$ cat src/hdl/pwlc_pkg.sv
`timescale 1ns / 1ps

package pwlc_pkg;

    localparam int PWLC_NUM_POINTS = 3;
    localparam int PWLC_FRAC_BITS  = 15;

    // fixed widths of the request and result fields
    localparam int XW   = 17;
    localparam int IDXW = 4;
    localparam int OW   = 16;

    typedef enum logic [1:0] {
        ADDR_SCAN,
        ADDR_K_LO,
        ADDR_K_HI
    } addr_sel_t;

    typedef enum logic [1:0] {
        RES_READ_Y,
        RES_PREV_Y,
        RES_INTERP,
        RES_MOVE
    } res_sel_t;

    typedef struct packed {
        logic      load;
        logic      take_prev;
        logic      seg_setup;
        logic      mul;
        logic      div_step;
        logic      clamp_lo;
        logic      clamp_hi;
        logic      write_pt;
        logic      capture;
        logic      out_load;
        addr_sel_t addr_sel;
        res_sel_t  res_sel;
    } cmd_t;

    typedef struct packed {
        logic mode;
        logic bad;
        logic below;
        logic x_le;
        logic dx_zero;
    } status_t;

endpackage

$ cat src/hdl/piecewise_linear_curve_core.sv
`timescale 1ns / 1ps
// channel  | handshake             | payload
// ---------+-----------------------+------------------------------------------
// request  | in_valid / in_ready   | mode, x_in, point_index, new_x, new_y
// result   | out_valid / out_ready | curve_value, index_bad
//
// one request in work, one result each
// evaluate: below the first point, the y of the first point; beyond the last, the y of
//   the last; on a zero-width segment, the y at its start; else the point scan and
//   the restoring divider give the interpolated value
// move: neighbours read one at a time; an index out of range writes nothing and sets index_bad
// reset loads the evenly spaced descending line; a waiting result lets the next
//   request in, and that request stalls only when its own result is ready to leave

module piecewise_linear_curve_core
    import pwlc_pkg::*;
#(
    parameter int NUM_POINTS = PWLC_NUM_POINTS,
    parameter int FRAC_BITS  = PWLC_FRAC_BITS
)
(
    input  logic                 clk,
    input  logic                 rst_n,
    input  logic                 in_valid,
    output logic                 in_ready,
    input  logic                 mode,
    input  logic signed [XW-1:0] x_in,
    input  logic [IDXW-1:0]      point_index,
    input  logic signed [XW-1:0] new_x,
    input  logic signed [XW-1:0] new_y,
    output logic                 out_valid,
    input  logic                 out_ready,
    output logic [OW-1:0]        curve_value,
    output logic                 index_bad
);

    cmd_t                          cmd;
    status_t                       status;
    logic [$clog2(NUM_POINTS)-1:0] scan_idx;

    pwlc_ctrl #(
        .NUM_POINTS (NUM_POINTS),
        .FRAC_BITS  (FRAC_BITS)
    ) u_ctrl (
        .clk       (clk),
        .rst_n     (rst_n),
        .in_valid  (in_valid),
        .in_ready  (in_ready),
        .out_valid (out_valid),
        .out_ready (out_ready),
        .status    (status),
        .cmd       (cmd),
        .scan_idx  (scan_idx)
    );

    pwlc_dp #(
        .NUM_POINTS (NUM_POINTS),
        .FRAC_BITS  (FRAC_BITS)
    ) u_dp (
        .clk         (clk),
        .rst_n       (rst_n),
        .cmd         (cmd),
        .scan_idx    (scan_idx),
        .status      (status),
        .mode        (mode),
        .x_in        (x_in),
        .point_index (point_index),
        .new_x       (new_x),
        .new_y       (new_y),
        .curve_value (curve_value),
        .index_bad   (index_bad)
    );

endmodule

$ cat src/hdl/pwlc_ctrl.sv
`timescale 1ns / 1ps

module pwlc_ctrl
    import pwlc_pkg::*;
#(
    parameter int NUM_POINTS = PWLC_NUM_POINTS,
    parameter int FRAC_BITS  = PWLC_FRAC_BITS
)
(
    input  logic                          clk,
    input  logic                          rst_n,
    input  logic                          in_valid,
    output logic                          in_ready,
    output logic                          out_valid,
    input  logic                          out_ready,
    input  status_t                       status,
    output cmd_t                          cmd,
    output logic [$clog2(NUM_POINTS)-1:0] scan_idx
);

    localparam int IW   = $clog2(NUM_POINTS);
    localparam int PW   = FRAC_BITS + 1;
    localparam int CNTW = $clog2(PW);

    typedef enum logic [3:0] {
        S_IDLE,
        S_START,
        S_SCAN,
        S_CHECK,
        S_DIV,
        S_FIN,
        S_MV_HI,
        S_MV_WR,
        S_OUT
    } state_t;

    state_t          state_reg, state_next;
    logic [IW-1:0]   scan_idx_reg, scan_idx_next;
    logic [CNTW-1:0] cnt_reg, cnt_next;
    logic            out_valid_reg, out_valid_next;

    always_comb
    begin
        state_next     = state_reg;
        scan_idx_next  = scan_idx_reg;
        cnt_next       = cnt_reg;
        out_valid_next = out_valid_reg && !out_ready;
        cmd            = '0;
        cmd.addr_sel   = ADDR_SCAN;
        cmd.res_sel    = RES_READ_Y;
        in_ready       = 1'b0;

        unique case (state_reg)
            S_IDLE:
            begin
                in_ready = 1'b1;
                if (in_valid)
                begin
                    cmd.load      = 1'b1;
                    scan_idx_next = '0;
                    state_next    = S_START;
                end
            end
            S_START:
            begin
                if (!status.mode)
                begin
                    cmd.take_prev = 1'b1;
                    if (status.below)
                    begin
                        // query left of the first point
                        cmd.capture = 1'b1;
                        cmd.res_sel = RES_READ_Y;
                        state_next  = S_OUT;
                    end
                    else
                    begin
                        scan_idx_next = IW'(1);
                        state_next    = S_SCAN;
                    end
                end
                else if (status.bad)
                begin
                    cmd.capture = 1'b1;
                    cmd.res_sel = RES_MOVE;
                    state_next  = S_OUT;
                end
                else
                begin
                    cmd.addr_sel = ADDR_K_LO;
                    cmd.clamp_lo = 1'b1;
                    state_next   = S_MV_HI;
                end
            end
            S_SCAN:
            begin
                if (status.x_le)
                begin
                    cmd.seg_setup = 1'b1;
                    state_next    = S_CHECK;
                end
                else if (scan_idx_reg == IW'(NUM_POINTS - 1))
                begin
                    // query right of the last point
                    cmd.capture = 1'b1;
                    cmd.res_sel = RES_READ_Y;
                    state_next  = S_OUT;
                end
                else
                begin
                    cmd.take_prev = 1'b1;
                    scan_idx_next = scan_idx_reg + IW'(1);
                end
            end
            S_CHECK:
            begin
                if (status.dx_zero)
                begin
                    cmd.capture = 1'b1;
                    cmd.res_sel = RES_PREV_Y;
                    state_next  = S_OUT;
                end
                else
                begin
                    cmd.mul    = 1'b1;
                    cnt_next   = '0;
                    state_next = S_DIV;
                end
            end
            S_DIV:
            begin
                cmd.div_step = 1'b1;
                cnt_next     = cnt_reg + CNTW'(1);
                if (cnt_reg == CNTW'(PW - 1))
                begin
                    state_next = S_FIN;
                end
            end
            S_FIN:
            begin
                cmd.capture = 1'b1;
                cmd.res_sel = RES_INTERP;
                state_next  = S_OUT;
            end
            S_MV_HI:
            begin
                cmd.addr_sel = ADDR_K_HI;
                cmd.clamp_hi = 1'b1;
                state_next   = S_MV_WR;
            end
            S_MV_WR:
            begin
                cmd.write_pt = 1'b1;
                cmd.capture  = 1'b1;
                cmd.res_sel  = RES_MOVE;
                state_next   = S_OUT;
            end
            S_OUT:
            begin
                // wait for the output slot to free up
                if (!out_valid_reg || out_ready)
                begin
                    cmd.out_load   = 1'b1;
                    out_valid_next = 1'b1;
                    state_next     = S_IDLE;
                end
            end
            default:
            begin
                state_next = S_IDLE;
            end
        endcase
    end

    always_ff @(posedge clk or negedge rst_n)
    begin
        if (!rst_n)
        begin
            state_reg     <= S_IDLE;
            scan_idx_reg  <= '0;
            cnt_reg       <= '0;
            out_valid_reg <= 1'b0;
        end
        else
        begin
            state_reg     <= state_next;
            scan_idx_reg  <= scan_idx_next;
            cnt_reg       <= cnt_next;
            out_valid_reg <= out_valid_next;
        end
    end

    assign out_valid = out_valid_reg;
    assign scan_idx  = scan_idx_reg;

    a_div_count: assert property (@(posedge clk) disable iff (!rst_n)
        state_reg == S_DIV |-> cnt_reg <= CNTW'(PW - 1))
        else $error("division step count overran");

    a_out_load: assert property (@(posedge clk) disable iff (!rst_n)
        cmd.out_load |=> out_valid_reg && state_reg == S_IDLE)
        else $error("result load did not raise out_valid");

    a_accept: assert property (@(posedge clk) disable iff (!rst_n)
        in_valid && in_ready |=> state_reg == S_START && !in_ready)
        else $error("request accepted outside idle");

    a_scan_idx: assert property (@(posedge clk) disable iff (!rst_n)
        state_reg == S_SCAN |-> scan_idx_reg != '0)
        else $error("segment scan at first point");

endmodule

$ cat src/hdl/pwlc_dp.sv
`timescale 1ns / 1ps

module pwlc_dp
    import pwlc_pkg::*;
#(
    parameter int NUM_POINTS = PWLC_NUM_POINTS,
    parameter int FRAC_BITS  = PWLC_FRAC_BITS
)
(
    input  logic                          clk,
    input  logic                          rst_n,
    input  cmd_t                          cmd,
    input  logic [$clog2(NUM_POINTS)-1:0] scan_idx,
    output status_t                       status,
    input  logic                          mode,
    input  logic signed [XW-1:0]          x_in,
    input  logic [IDXW-1:0]               point_index,
    input  logic signed [XW-1:0]          new_x,
    input  logic signed [XW-1:0]          new_y,
    output logic [OW-1:0]                 curve_value,
    output logic                          index_bad
);

    localparam int IW = $clog2(NUM_POINTS);
    localparam int PW = FRAC_BITS + 1;
    localparam int CW = ((PW > XW) ? PW : XW) + 1;
    localparam longint NUM_SEG = NUM_POINTS - 1;
    localparam longint ONE_L   = 64'sd1 << FRAC_BITS;
    localparam logic [PW-1:0]        ONE_U = {1'b1, {FRAC_BITS{1'b0}}};
    localparam logic signed [CW-1:0] ONE_S = $signed({{(CW - PW){1'b0}}, ONE_U});

    logic [PW-1:0] x_tab_reg [NUM_POINTS];
    logic [PW-1:0] y_tab_reg [NUM_POINTS];

    logic                 mode_reg;
    logic                 bad_reg;
    logic signed [XW-1:0] x_reg;
    logic [IW-1:0]        k_reg;
    logic [PW-1:0]        nx_reg;
    logic [PW-1:0]        ny_reg;
    logic [PW-1:0]        prev_x_reg;
    logic [PW-1:0]        prev_y_reg;
    logic [PW-1:0]        dx_reg;
    logic [PW-1:0]        t_reg;
    logic [PW-1:0]        dy_mag_reg;
    logic                 dy_neg_reg;
    logic [PW-1:0]        rem_reg;
    logic [PW-1:0]        quo_reg;
    logic [PW-1:0]        res_val_reg;
    logic                 res_bad_reg;
    logic [OW-1:0]        curve_value_reg;
    logic                 index_bad_reg;

    logic [IW-1:0]        addr_raw;
    logic [IW-1:0]        rd_idx;
    logic [PW-1:0]        rd_x;
    logic [PW-1:0]        rd_y;
    logic signed [CW-1:0] x_ext;
    logic signed [CW-1:0] rdx_ext;
    logic signed [CW-1:0] prevx_ext;
    logic signed [CW-1:0] t_diff;
    logic signed [PW:0]   dy_s;
    logic [PW:0]          dy_abs;
    logic signed [CW-1:0] nx_ext;
    logic signed [CW-1:0] ny_ext;
    logic [PW-1:0]        nx_clamp;
    logic [PW-1:0]        ny_clamp;
    logic                 k_first;
    logic                 k_last;
    logic [2*PW-1:0]      prod;
    logic [PW:0]          div_shift;
    logic [PW:0]          div_diff;
    logic                 div_ge;
    logic [PW:0]          q_ext;
    logic [PW:0]          interp_sum;
    logic [PW-1:0]        res_val;
    logic [PW+OW-1:0]     out_wide;

    // one read port into the point tables
    always_comb
    begin
        unique case (cmd.addr_sel)
            ADDR_SCAN: addr_raw = scan_idx;
            ADDR_K_LO: addr_raw = k_reg - IW'(1);
            ADDR_K_HI: addr_raw = k_reg + IW'(1);
            default:   addr_raw = scan_idx;
        endcase
    end

    assign rd_idx = ({1'b0, addr_raw} < (IW + 1)'(NUM_POINTS)) ? addr_raw : '0;
    assign rd_x   = x_tab_reg[rd_idx];
    assign rd_y   = y_tab_reg[rd_idx];

    assign x_ext     = CW'(x_reg);
    assign rdx_ext   = $signed({{(CW - PW){1'b0}}, rd_x});
    assign prevx_ext = $signed({{(CW - PW){1'b0}}, prev_x_reg});
    assign t_diff    = x_ext - prevx_ext;
    assign dy_s      = $signed({1'b0, rd_y}) - $signed({1'b0, prev_y_reg});
    assign dy_abs    = dy_s[PW] ? (~dy_s + 1'b1) : dy_s;

    // saturate a move request into the unit range
    assign nx_ext = CW'(new_x);
    assign ny_ext = CW'(new_y);

    always_comb
    begin
        priority if (nx_ext < 0)
            nx_clamp = '0;
        else if (nx_ext > ONE_S)
            nx_clamp = ONE_U;
        else
            nx_clamp = nx_ext[PW-1:0];

        priority if (ny_ext < 0)
            ny_clamp = '0;
        else if (ny_ext > ONE_S)
            ny_clamp = ONE_U;
        else
            ny_clamp = ny_ext[PW-1:0];
    end

    assign k_first = (k_reg == '0);
    assign k_last  = (k_reg == IW'(NUM_POINTS - 1));

    assign prod = (2 * PW)'(t_reg) * (2 * PW)'(dy_mag_reg);

    // restoring division, one quotient bit per step
    assign div_shift = {rem_reg, quo_reg[PW-1]};
    assign div_diff  = div_shift - {1'b0, dx_reg};
    assign div_ge    = (div_shift >= {1'b0, dx_reg});

    assign q_ext      = {1'b0, quo_reg};
    assign interp_sum = {1'b0, prev_y_reg} + (dy_neg_reg ? (~q_ext + 1'b1) : q_ext);

    always_comb
    begin
        unique case (cmd.res_sel)
            RES_READ_Y: res_val = rd_y;
            RES_PREV_Y: res_val = prev_y_reg;
            RES_INTERP: res_val = interp_sum[PW-1:0];
            RES_MOVE:   res_val = '0;
            default:    res_val = '0;
        endcase
    end

    assign out_wide = {{OW{1'b0}}, res_val_reg};

    always_ff @(posedge clk or negedge rst_n)
    begin
        if (!rst_n)
        begin
            for (int i = 0; i < NUM_POINTS; i++)
            begin
                x_tab_reg[i] <= PW'((longint'(i) * ONE_L) / NUM_SEG);
                y_tab_reg[i] <= PW'(ONE_L - (longint'(i) * ONE_L) / NUM_SEG);
            end
        end
        else if (cmd.write_pt)
        begin
            x_tab_reg[k_reg] <= nx_reg;
            y_tab_reg[k_reg] <= ny_reg;
        end
    end

    always_ff @(posedge clk)
    begin
        if (cmd.load)
        begin
            mode_reg <= mode;
            x_reg    <= x_in;
            bad_reg  <= ({1'b0, point_index} >= (IDXW + 1)'(NUM_POINTS));
            k_reg    <= point_index[IW-1:0];
            nx_reg   <= nx_clamp;
            ny_reg   <= ny_clamp;
        end
        if (cmd.clamp_lo && !k_first && nx_reg < rd_x)
        begin
            nx_reg <= rd_x;
        end
        if (cmd.clamp_hi && !k_last && nx_reg > rd_x)
        begin
            nx_reg <= rd_x;
        end
        if (cmd.take_prev)
        begin
            prev_x_reg <= rd_x;
            prev_y_reg <= rd_y;
        end
        if (cmd.seg_setup)
        begin
            dx_reg     <= rd_x - prev_x_reg;
            t_reg      <= t_diff[PW-1:0];
            dy_neg_reg <= dy_s[PW];
            dy_mag_reg <= dy_abs[PW-1:0];
        end
        if (cmd.mul)
        begin
            rem_reg <= prod[2*PW-1:PW];
            quo_reg <= prod[PW-1:0];
        end
        else if (cmd.div_step)
        begin
            rem_reg <= div_ge ? div_diff[PW-1:0] : div_shift[PW-1:0];
            quo_reg <= {quo_reg[PW-2:0], div_ge};
        end
        if (cmd.capture)
        begin
            res_val_reg <= res_val;
            res_bad_reg <= (cmd.res_sel == RES_MOVE) && bad_reg;
        end
        if (cmd.out_load)
        begin
            curve_value_reg <= out_wide[OW-1:0];
            index_bad_reg   <= res_bad_reg;
        end
    end

    assign status.mode    = mode_reg;
    assign status.bad     = bad_reg;
    assign status.below   = (x_ext < rdx_ext);
    assign status.x_le    = (x_ext <= rdx_ext);
    assign status.dx_zero = (dx_reg == '0);

    assign curve_value = curve_value_reg;
    assign index_bad   = index_bad_reg;

    for (genvar g = 0; g < NUM_POINTS - 1; g++)
    begin : g_order
        a_x_ascending: assert property (@(posedge clk) disable iff (!rst_n)
            x_tab_reg[g] <= x_tab_reg[g + 1])
            else $error("control point x out of order");
    end

endmodule
$ cat config.mk
export PLATFORM = sky130hd
export DESIGN_NAME = piecewise_linear_curve_core
export DESIGN_NICKNAME = d
export VERILOG_FILES = /design/src/hdl/pwlc_pkg.sv /design/src/hdl/piecewise_linear_curve_core.sv /design/src/hdl/pwlc_ctrl.sv /design/src/hdl/pwlc_dp.sv
export SDC_FILE = /design/constraint.sdc
export NUM_CORES = 1
export LEC_CHECK = 0
export BUFFER_PORTS_ARGS = -buffer_cell sky130_fd_sc_hd__buf_2
export CAP_MARGIN = 20
export CORE_MARGIN = 3
export CORE_UTILIZATION = 40
export DETAILED_ROUTE_END_ITERATION = 8
export MAX_ROUTING_LAYER = met4
export SLEW_MARGIN = 20
export SYNTH_ARGS = -nofsm -noshare
export SYNTH_HDL_FRONTEND = slang
export SYNTH_SLANG_ARGS = --single-unit
$ cat constraint.sdc
create_clock -name clk -period 10.1 [get_ports clk]
set_clock_uncertainty 0.15 [all_clocks]
set_input_delay 1.01 -clock clk [delete_from_list [all_inputs] [get_ports clk]]
set_output_delay 1.01 -clock clk [all_outputs]
set_load 0.005 [all_outputs]
==> metrics.md <==
| Metric | Value |
|---|---|
| Routability Congestion | `0.896` |
| Remaining Overflow, GRT | `0` |
| Yosys Warn Count | `0` |
| Met2 Wirelength | `28,800 um` |
| WS Path Type | `reg -> reg` |
| Post-CTS sizing | `0` |
| Vias | `17,800` |
| First-pass GRT wire length | `99,800 um` |
| Yosys cell types | `69` |
| Synthesized flop and latch total | `307` |
| Clk root buf | `clkbuf_16` |
| Top sig layer | `met4` |
| Fmax | `0.137 GHz` |
| WP data arrival | `7.42 ns` |
| Share of cells above drive strength 1 | `0.110` |
| Die H | `257 um` |
| Largest net degree at the start of global routing | `76` |
| I/O pin cnt | `79` |
| Max-slew violations | `0` |
| Worst Setup End Kind | `flip-flop` |
| Met3 wire length | `3240 um` |
| Number of clock sinks | `307` |
| Vias per cell | `5.26` |
| Synth Area in Compound Gates | `0.100` |
| Top delay family on crit path | `adder cells` |
| Post-Synth XOR/XNOR Area | `0.0394` |
| Status | `complete, no violations` |
| Min-Delay Path Class | `in -> async` |
| Gate Count Post-Synth | `2,452` |
| Adder-Cell Fraction of Synth Area | `0.267` |
| Period minus WS final | `7.31 ns` |
| DP HPWL | `46,900 um` |
| Sequential area share after synthesis | `0.346` |
| Core Area | `0.0619 mm^2` |
| H-tree levels | `2` |
| Slew @ Worst Pin | `1.01 ns` |
| Syn nets | `2,929` |
| Crit-path cells | `nand2_1 > fa_1 > fa_1 > inv_1 > fa_1 > fa_1 > fa_1 > inv_1 > fa_1 > inv_1 > ha_1 > a21oi_1 > o21ai_0 > o31ai_1 > o31ai_1 > a31oi_1 > o311ai_0 > a31oi_1 > xnor2_1 > mux2i_1` |
| Die W | `257 um` |
| Cts hold-fix bufs | `0` |
| Post-synth EDFFs | `200` |
| FP Rows | `91` |
| Clock transition at the registers of the reported paths | `0.06 ns` |
| Initial antenna violation count | `1` |
| Main combinational cell family by area after synthesis | `adder cells` |
| Max Fanout on Critical Path | `16` |
| WL final | `61,400 um` |
| TNS Setup | `0 ns` |
| Drt pass-1 iters | `8` |
| Hold Fails Final Rpt | `0` |
| Final setup viols | `0` |
| Die area | `0.0658 mm^2` |
| MaxCap Viol Count | `0` |
| TritonCTS clock tree | `yes` |
| Startpoint Class | `flip-flop` |
| P&R area growth vs syn | `10.0%` |
| Routed length per instance | `18.2 um` |
| Initial core utilization | `0.405` |
| Met1 Wirelength | `27,700 um` |
| Initial DRC Count | `875` |
| Vias in the first global route | `18,600` |
| Max clock buf depth | `3` |
| Mux cell area share after synthesis | `0.0523` |
| Cell mode on critical path | `fa_1` |
| Top FF cell, synth | `edfxtp_1` |
| Post-CTS Setup Bufs | `0` |
| Nets@finish | `2,992` |
| Mapped cell area | `0.0251 mm^2` |
| Asr flop ratio synth | `0.349` |
| Simple-gate share of the synthesized area | `0.135` |
| RSZ-0062 raised after global routing | `false` |
| Clk_lat worst skew | `0.54 ns` |
| Cts bufs inserted | `34` |
| Port Buffers | `78` |
| Critical path's largest stage delay | `0.72 ns` |
| Fill count | `5,887` |
| Crit path required time | `10.21 ns` |
| CP bufs+invs | `3` |
| Post-DRT Antenna Nets | `0` |
| Slew headroom | `0.326` |
| Final cycle utilization of the critical path | `0.723` |
| Residual DRC | `0` |
| Syn Area/Cell | `10.2 um^2` |
| Gr usage total | `0.193` |
| Crit path max-delay cell type | `edfxtp_1` |
path summary, 6_finish.rpt:
| path | start | end | slack (ns) | cells past startpoint |
|---|---|---|---|---|
| max | u_dp.dy_mag_reg[1]$_DFFE_PP_ | u_dp.rem_reg[15]$_DFFE_PP_ | 2.79 | 20 |
| min | rst_n | u_dp.y_tab_reg[7]$_DFFE_PN0P_ | 0.26 | 1 |
| max reg2reg | u_dp.dy_mag_reg[1]$_DFFE_PP_ | u_dp.rem_reg[15]$_DFFE_PP_ | 2.79 | 20 |
| min reg2reg | u_dp.res_val_reg[13]$_DFFE_PP_ | u_dp.curve_value[13]$_DFFE_PP_ | 0.26 | 0 |
| max in group asynchronous | rst_n | u_dp.x_tab_reg[43]$_DFFE_PN0P_ | 8.20 | 2 |
| min in group clk | u_dp.res_val_reg[13]$_DFFE_PP_ | u_dp.curve_value[13]$_DFFE_PP_ | 0.26 | 0 |
cell usage after synthesis (10+ instances only):
master    count  area share
o31ai_1      15      0.0045
nor2b_1      28      0.0070
nor2_1      151       0.023
mux2_2       98       0.044
dfrtp_1     103        0.10
edfxtp_1    200        0.24
o21a_1       15      0.0045
clkbuf_1     69       0.010
inv_1       329       0.049
o21bai_1     10      0.0030
nand2_1     256       0.038
o22ai_1      34      0.0085
a211oi_1     15      0.0045
nand2b_1     20      0.0050
a21o_1       31      0.0093
a22o_1       16      0.0056
nand4_1      16      0.0040
xnor2_1      84       0.029
fa_1        199        0.16
ha_1        218        0.11
and2_1      132       0.033
nor3_1       30      0.0060
nand3_1      27      0.0054
a21oi_1      73       0.015
nor4_1       12      0.0030
mux2i_1      21      0.0084
xor2_1       29       0.010
o21ai_0     108       0.022
placed cells by master (no fill, tap or decap), types with 84 or more instances in the layout:
cell      synthesis  final
nor2_1          151    149
nand2_1         256    256
fa_1            199    199
edfxtp_1        200    200
inv_1           329    329
dfrtp_1         103    103
ha_1            218    218
o21ai_0         108    107
mux2_2           98     98
and2_1          132    131
xnor2_1          84     84
layer usage:
layer / track usage / up-vias
li1: - / 8429
met4: 0.0532 / 0
met5: - / -
met2: 0.314 / 484
met3: 0.0291 / 99
met1: 0.253 / 8771
cell type report:
type                       instances  area, um^2  share of cell area
clock buffer                      43         926              0.0335
tap                              837        1050              0.0379
clock inverter                    19         196             0.00711
antenna                            1        2.50           0.0000906
sequential                       307        8690               0.315
inverter                         329        1230              0.0447
multi-input combinational       1743       15000               0.542
timing repair buffer             100         558              0.0202
worst register-to-register path, stage by stage, from the launching register on:
cell and delay [ns]:
edfxtp_1 0.72, nand2_1 0.17, fa_1 0.54, fa_1 0.55
inv_1 0.06, fa_1 0.49, fa_1 0.51, fa_1 0.50
inv_1 0.06, fa_1 0.54, inv_1 0.04, ha_1 0.34
a21oi_1 0.14, o21ai_0 0.17, o31ai_1 0.66, o31ai_1 0.26
a31oi_1 0.48, o311ai_0 0.20, a31oi_1 0.23, xnor2_1 0.14
mux2i_1 0.09
cell families after synthesis:
| logic type | Yosys count |
|---|---|
| DFF | 307 |
| and+or+nand+nor | 709 |
| buffers and inverters | 402 |
| AOI/OAI and AO/OA | 385 |
| xor gates and xnor gates | 113 |
| muxes | 119 |
| adders and majority gates | 417 |
per-stage QoR:
stage	hold slack, ns	area (um^2)	setup slack [ns]	util	std cells
final	0.257	27600	2.79	0.446	3379
after global routing	0.271	27600	2.33	0.446	3379
after CTS	0.244	27600	2.73	0.446	3378
after detailed placement	0.255	26500	2.78	0.428	3316
after global placement	0.257	26500	2.91	0.428	3316
after floorplan	0.250	25100	3.15	-	2452
Power is left out: the tool's default activity adds up to more than one toggle a clock period on the data nets, which glitch-free logic cannot reach.
